$ cat src/rtl/smf_pkg.sv
`timescale 1ns / 1ps
`default_nettype none
// ----------------------------------------------------------------------------
// smf_pkg
// Shared types and constants of the sliding window median filter.
// ----------------------------------------------------------------------------
package smf_pkg;

  localparam int unsigned DATA_W = 32;
  localparam int unsigned CFG_W  = 7;

  typedef logic signed [DATA_W-1:0] sample_t;

  // Per-cell control from the top level for one transfer.
  typedef struct packed {
    logic load;       // a sample transfers this cycle
    logic can_evict;  // window is full and this cell lies inside it
    logic shift;      // the evicted cell sits at or below this one
    logic kept;       // after eviction this position still holds a sample
  } cell_ctrl_t;

endpackage : smf_pkg
`default_nettype wire

$ cat src/rtl/smf_cell.sv
`timescale 1ns / 1ps
`default_nettype none
// ----------------------------------------------------------------------------
// smf_cell
// One position of the sorted window: holds a sample and its age, drops the
// oldest entry and opens a slot for the new sample together with neighbors.
// ----------------------------------------------------------------------------
module smf_cell
  import smf_pkg::*;
#(
  parameter int unsigned AgeW = 6
) (
  input  logic            clk_i,
  input  cell_ctrl_t      ctrl_i,
  input  sample_t         sample_i,
  input  logic [AgeW-1:0] evict_age_i,
  input  sample_t         right_val_i,
  input  logic [AgeW-1:0] right_age_i,
  input  logic            right_le_i,
  input  sample_t         left_rval_i,
  input  logic [AgeW-1:0] left_rage_i,
  input  logic            left_g_i,
  output sample_t         val_o,
  output logic [AgeW-1:0] age_o,
  output logic            le_o,
  output logic            evict_o,
  output sample_t         rval_o,
  output logic [AgeW-1:0] rage_o,
  output logic            g_o
);

  sample_t         val_q, val_d;
  logic [AgeW-1:0] age_q, age_d;
  logic            r_le;

  assign le_o    = (val_q <= sample_i);
  assign evict_o = ctrl_i.can_evict && (age_q == evict_age_i);

  // Close the gap left by the evicted entry.
  assign rval_o = ctrl_i.shift ? right_val_i : val_q;
  assign rage_o = ctrl_i.shift ? right_age_i : age_q;
  assign r_le   = ctrl_i.shift ? right_le_i  : le_o;
  assign g_o    = ctrl_i.kept && r_le;

  always_comb begin
    val_d = val_q;
    age_d = age_q;
    if (ctrl_i.load) begin
      if (g_o) begin
        val_d = rval_o;
        age_d = rage_o + AgeW'(1);
      end else if (left_g_i) begin
        val_d = sample_i;
        age_d = '0;
      end else begin
        val_d = left_rval_i;
        age_d = left_rage_i + AgeW'(1);
      end
    end
  end

  always_ff @(posedge clk_i) begin
    val_q <= val_d;
    age_q <= age_d;
  end

  assign val_o = val_q;
  assign age_o = age_q;

endmodule : smf_cell
`default_nettype wire

$ cat config.mk
export PLATFORM = sky130hd
export DESIGN_NAME = smf_cell
export DESIGN_NICKNAME = d
export VERILOG_FILES = /design/src/rtl/smf_pkg.sv /design/src/rtl/smf_cell.sv
export SDC_FILE = /design/constraint.sdc
export NUM_CORES = 1
export LEC_CHECK = 0
export ABC_AREA = 1
export BUFFER_PORTS_ARGS = -buffer_cell sky130_fd_sc_hd__buf_2
export CORE_UTILIZATION = 46
export CTS_CLUSTER_SIZE = 8
export DETAILED_ROUTE_END_ITERATION = 10
export GPL_ROUTABILITY_DRIVEN = 0
export PLACE_DENSITY = 0.93
export SLEW_MARGIN = 20
export SYNTH_ARGS = -nofsm -noshare
export SYNTH_HDL_FRONTEND = slang
export SYNTH_SLANG_ARGS = --single-unit
$ cat constraint.sdc
create_clock -name clk_i -period 3.4 [get_ports clk_i]
set_input_delay 0.68 -clock clk_i [delete_from_list [all_inputs] [get_ports clk_i]]
set_output_delay 0.68 -clock clk_i [all_outputs]
set_load 0.01 [all_outputs]
==> flow_summary.html <==
<table>
<tr><th>Metric</th><th>Value</th></tr>
<tr><th colspan="2">Run status</th></tr>
<tr><td>Outcome</td><td>finished, final reports clean</td></tr>
<tr><th colspan="2">CTS</th></tr>
<tr><td>Clock transition at the register clock pins on the worst setup and hold paths after CTS</td><td>80 ps</td></tr>
<tr><td>CTS Buffer Depth</td><td>2</td></tr>
<tr><td>Number of buffers added for setup after CTS</td><td>0</td></tr>
<tr><td>Count of clock tree sinks</td><td>38</td></tr>
<tr><td>Resize count post-CTS</td><td>0</td></tr>
<tr><td>CTS root buffer</td><td>sky130_fd_sc_hd__clkbuf_8</td></tr>
<tr><td>Deepest level of the CTS H-tree</td><td>2</td></tr>
<tr><td>Clock insertion delay at the later pin of the skew report</td><td>280 ps</td></tr>
<tr><td>Number of hold buffers added after cts</td><td>0</td></tr>
<tr><td>Clock tree from TritonCTS</td><td>yes</td></tr>
<tr><td>Number of buffers added by the clock tree synthesis step</td><td>5</td></tr>
<tr><th colspan="2">STA</th></tr>
<tr><td>Setup TNS</td><td>0 ps</td></tr>
<tr><td>Final clock period utilization by the worst path</td><td>88.4%</td></tr>
<tr><td>Worst setup slack after layout</td><td>between 300 and 400 ps</td></tr>
<tr><td>Fin crit period</td><td>3010 ps</td></tr>
<tr><td>Final Hold Fails</td><td>0</td></tr>
<tr><td>Setup repair after global routing missed its margin</td><td>no</td></tr>
<tr><td>Slew at the pin closest to its max-slew limit</td><td>921 ps</td></tr>
<tr><td>Relative max-transition margin</td><td>38.6%</td></tr>
<tr><td>Achievable clock frequency</td><td>333 MHz</td></tr>
<tr><td>Post-Route Hold Slack</td><td>743 ps</td></tr>
<tr><td>Post-Route Skew</td><td>4.02 ps</td></tr>
<tr><td>Number of failing setup endpoints in the final timing report</td><td>0</td></tr>
<tr><td>Max-slew violations</td><td>0</td></tr>
<tr><th colspan="2">Pwr</th></tr>
<tr><td>Proportion of power drawn by combinational gates</td><td>40.6%</td></tr>
<tr><td>Internal Power</td><td>977 uW</td></tr>
<tr><td>Static power due to leakage</td><td>~2.8 nW</td></tr>
<tr><td>Total power density per cell area</td><td>approximately 330 nW/um^2</td></tr>
<tr><td>Switching portion of total power</td><td>37.0%</td></tr>
<tr><td>Worst IR drop on VDD</td><td>168 uV</td></tr>
<tr><td>Relative contribution of the clock network to total power</td><td>19.2%</td></tr>
<tr><td>Total power</td><td>1.55 mW</td></tr>
<tr><td>Switching component of the power</td><td>574 uW</td></tr>
<tr><td>Reg power frac</td><td>40.2%</td></tr>
<tr><th colspan="2">Global routing</th></tr>
<tr><td>Maximum number of pins on one net before global-route repair</td><td>42</td></tr>
<tr><td>Vias in the first global route</td><td>3920</td></tr>
<tr><td>Overflow left after global routing</td><td>0</td></tr>
<tr><td>Global routing usage summed across all routing layers</td><td>about a quarter</td></tr>
<tr><td>Antenna violations before repair</td><td>0</td></tr>
<tr><td>Wire length of the first global-routing pass</td><td>17000 um</td></tr>
<tr><th colspan="2">Setup path</th></tr>
<tr><td>Category of cells accounting for the largest share of critical-path delay</td><td>simple AND/OR/NAND/NOR gates</td></tr>
<tr><td>Crit Reg-Reg Endpoint</td><td>val_o[1]</td></tr>
<tr><td>Crit path kind</td><td>in2out</td></tr>
<tr><td>Worst endpoint data arrival time</td><td>between 2000 and 2500 ps</td></tr>
<tr><td>Worst path required time</td><td>2720 ps</td></tr>
<tr><td>Highest cell delay on the worst timing path</td><td>380 ps</td></tr>
<tr><td>Startpoint of the most critical register-to-register path</td><td>val_o[31]</td></tr>
<tr><td>Crit path buf inv count</td><td>4</td></tr>
<tr><td>Ordered list of cells on the worst path</td><td>buf_2 -&gt; inv_1 -&gt; ha_1 -&gt; nand4_1 -&gt; nor2_1 -&gt; nand2_1 -&gt; nor3_2 -&gt; nand2_1 -&gt; nand3_2 -&gt; nand4_4 -&gt; nand2_2 -&gt; inv_1 -&gt; buf_2</td></tr>
<tr><td>Critical path endpoint category</td><td>output port</td></tr>
<tr><td>Startpoint Class</td><td>input port</td></tr>
<tr><td>Reg-to-reg setup timing slack</td><td>880 ps</td></tr>
<tr><td>Maximum fanout along the worst path</td><td>5</td></tr>
<tr><td>Slowest cell on crit path</td><td>sky130_fd_sc_hd__ha_1</td></tr>
<tr><td>FF-to-FF path depth</td><td>12</td></tr>
<tr><th colspan="2">Finish</th></tr>
<tr><td>Number of diodes added for antenna fixing</td><td>0</td></tr>
<tr><td>Area of combinational cells with multiple inputs</td><td>around 2200 sq um</td></tr>
<tr><td>Most common cell after layout, fill and taps aside</td><td>sky130_fd_sc_hd__nand2_1</td></tr>
<tr><td>Final Net Count</td><td>888</td></tr>
<tr><td>FF+latch area</td><td>1140 sq um</td></tr>
<tr><td>Fraction of final layout cells with drive strength greater than 1</td><td>30.1%</td></tr>
<tr><td>Non-Filler Instances</td><td>836</td></tr>
<tr><td>Area growth from synthesis to layout</td><td>30.3%</td></tr>
<tr><td>Leading cell types in the layout, fill and taps excluded</td><td>sky130_fd_sc_hd__nand2_1, sky130_fd_sc_hd__buf_2, sky130_fd_sc_hd__inv_1</td></tr>
<tr><td>Filler instances</td><td>730</td></tr>
<tr><th colspan="2">Min path</th></tr>
<tr><td>Class of the tightest hold or removal check</td><td>reg2reg</td></tr>
<tr><td>Hold Crit Depth</td><td>4</td></tr>
<tr><td>Capture endpoint of the worst hold path</td><td>val_o[12]</td></tr>
<tr><td>HP Start</td><td>val_o[12]</td></tr>
<tr><th colspan="2">Routing</th></tr>
<tr><td>WL/cell</td><td>12.7 um</td></tr>
<tr><td>Wire length after detailed routing</td><td>10600 um</td></tr>
<tr><td>Number of iterations in the first detailed-routing pass</td><td>4</td></tr>
<tr><td>Drt drc</td><td>0</td></tr>
<tr><td>Residual antenna-violating net count after detailed routing</td><td>0</td></tr>
<tr><td>Initial detailed-routing violation count</td><td>203</td></tr>
<tr><td>Total vias in the final route</td><td>4270</td></tr>
<tr><td>Vias per Instance</td><td>5.11</td></tr>
<tr><th colspan="2">Logic synthesis</th></tr>
<tr><td>Syn Nets</td><td>703</td></tr>
<tr><td>Top cells by area in the synthesized netlist</td><td>sky130_fd_sc_hd__edfxtp_1, sky130_fd_sc_hd__nand2_1, sky130_fd_sc_hd__ha_1</td></tr>
<tr><td>Post-Synthesis Cells</td><td>between 500 and 600</td></tr>
<tr><td>Cell taking the most area after synthesis</td><td>sky130_fd_sc_hd__edfxtp_1</td></tr>
<tr><td>Share of the yosys chip area belonging to registers</td><td>a little under a third</td></tr>
<tr><td>Count of unique library cells instantiated by Yosys</td><td>32</td></tr>
<tr><td>Register bit total from synthesis</td><td>38</td></tr>
<tr><td>Top cell type's share of synthesized area</td><td>a little under a third</td></tr>
<tr><td>Average footprint of a synthesized cell</td><td>6.67 sq um</td></tr>
<tr><td>Yosys synthesis warning count</td><td>0</td></tr>
<tr><td>Netlist Area Pre-Place</td><td>between 3000 and 4000 sq um</td></tr>
<tr><th colspan="2">Die</th></tr>
<tr><td>Initial cell density of the core</td><td>a little under half</td></tr>
<tr><td>Count of standard-cell rows</td><td>32</td></tr>
<tr><td>Horizontal die dimension</td><td>91.1 um</td></tr>
<tr><td>I/O pin count</td><td>200</td></tr>
<tr><td>Standard cell core area</td><td>7690 sq um</td></tr>
<tr><td>Floorplan die area</td><td>8310 sq um</td></tr>
<tr><td>Height of the chip</td><td>~91 um</td></tr>
<tr><th colspan="2">Placed design</th></tr>
<tr><td>DP Wirelength</td><td>between 7000 and 8000 um</td></tr>
<tr><td>Placement-stage worst setup slack</td><td>between 300 and 400 ps</td></tr>
<tr><td>Cell total after placement</td><td>828</td></tr>
<tr><td>Number of port buffers</td><td>between 150 and 200</td></tr>
<tr><th colspan="2">Run</th></tr>
<tr><td>Number of maximum-capacitance constraint violations</td><td>0</td></tr>
</table>
## synthesized netlist by cell type
library cell               count
sky130_fd_sc_hd__nor4_1        1
sky130_fd_sc_hd__mux2i_1       1
sky130_fd_sc_hd__inv_2         1
sky130_fd_sc_hd__nor3b_1       1
sky130_fd_sc_hd__o21ai_0       9
sky130_fd_sc_hd__o21bai_1      1
sky130_fd_sc_hd__a21oi_1      45
sky130_fd_sc_hd__buf_2         3
sky130_fd_sc_hd__nor3_1        3
sky130_fd_sc_hd__nand3_2       1
sky130_fd_sc_hd__mux2_2        1
sky130_fd_sc_hd__nand2_1     213
sky130_fd_sc_hd__nand3_1      46
sky130_fd_sc_hd__clkbuf_1     19
sky130_fd_sc_hd__xnor2_1       1
sky130_fd_sc_hd__a221oi_1      1
sky130_fd_sc_hd__a21o_1        2
sky130_fd_sc_hd__nand4_4       1
sky130_fd_sc_hd__xor2_1        3
sky130_fd_sc_hd__or2_2         4
sky130_fd_sc_hd__o21a_1        4
sky130_fd_sc_hd__inv_1        57
sky130_fd_sc_hd__nor2_1       45
sky130_fd_sc_hd__buf_6         5
sky130_fd_sc_hd__nand2_2       2
sky130_fd_sc_hd__edfxtp_1     38
sky130_fd_sc_hd__o22ai_1       1
sky130_fd_sc_hd__o221ai_1      1
sky130_fd_sc_hd__nand4_1       2
sky130_fd_sc_hd__nor3_2        1
sky130_fd_sc_hd__and3_1        1
sky130_fd_sc_hd__ha_1         34
## kinds of logic after synthesis
| group | count (synthesis) | synth area share [%] |
|---|---|---|
| AND/OR/NAND/NOR | 321 | 36.3 |
| buffers and inverters | 85 | 9.86 |
| AO/OA/AOI/OAI | 64 | 9.48 |
| flip-flops | 38 | 31.2 |
| adder cells (fa/ha/maj) | 34 | 11.6 |
| XOR/XNOR | 4 | 0.959 |
| multiplexers | 2 | 0.582 |
## metrics by stage
stage | cell area, sq um | utilization, %
final | 4760 | 61.9
after global routing | 4760 | 61.9
after CTS | 4760 | 61.9
after detailed placement | 4680 | 60.9
after global placement | 4680 | 60.9
after floorplan | 3650 | -
## tightest hold or removal path: cells and delay by family, from the launching register on
| family | cells | cell delay, ps |
|---|---|---|
| and+or+nand+nor | 4 | 260 |
| DFF | 1 | 380 |
## flip-flops by register name (all words and copies together) (netlist names)
name	cells
val_o	32
age_o	6
## power by group through the flow
stage,sequential (mW),clock (mW),combinational [mW]
finish,0.624,0.298,0.629
global route,0.630,0.330,0.706
CTS,0.624,0.304,0.632
detailed placement,0.634,0,0.628
global placement,0.631,0,0.609
floorplan,0.648,0,0.371
## layer usage
metal  GRT usage [%]  wire [um]
met5               0          0
met1            29.3       4270
met2            47.1       5340
met4            7.54        140
met3            3.94        842
## how the worst max path moves through the flow
stage,from,endpoint,depth (start not counted)
final,sample_i[31],g_o,13
after global routing,sample_i[31],g_o,13
after CTS,sample_i[31],g_o,13
after detailed placement,sample_i[31],g_o,13
after global placement,sample_i[31],g_o,14
after floorplan,sample_i[31],g_o,14
## area by class of cell
cell class	count	area share (%)
inverters	58	4.57
clock buffers	5	1.45
repair buffers	205	21.9
clock inverters	3	0.237
well taps	102	2.68
flip-flops and latches	38	24.0
multi-input cells	425	45.2
Power figures use the tool's default switching activity.
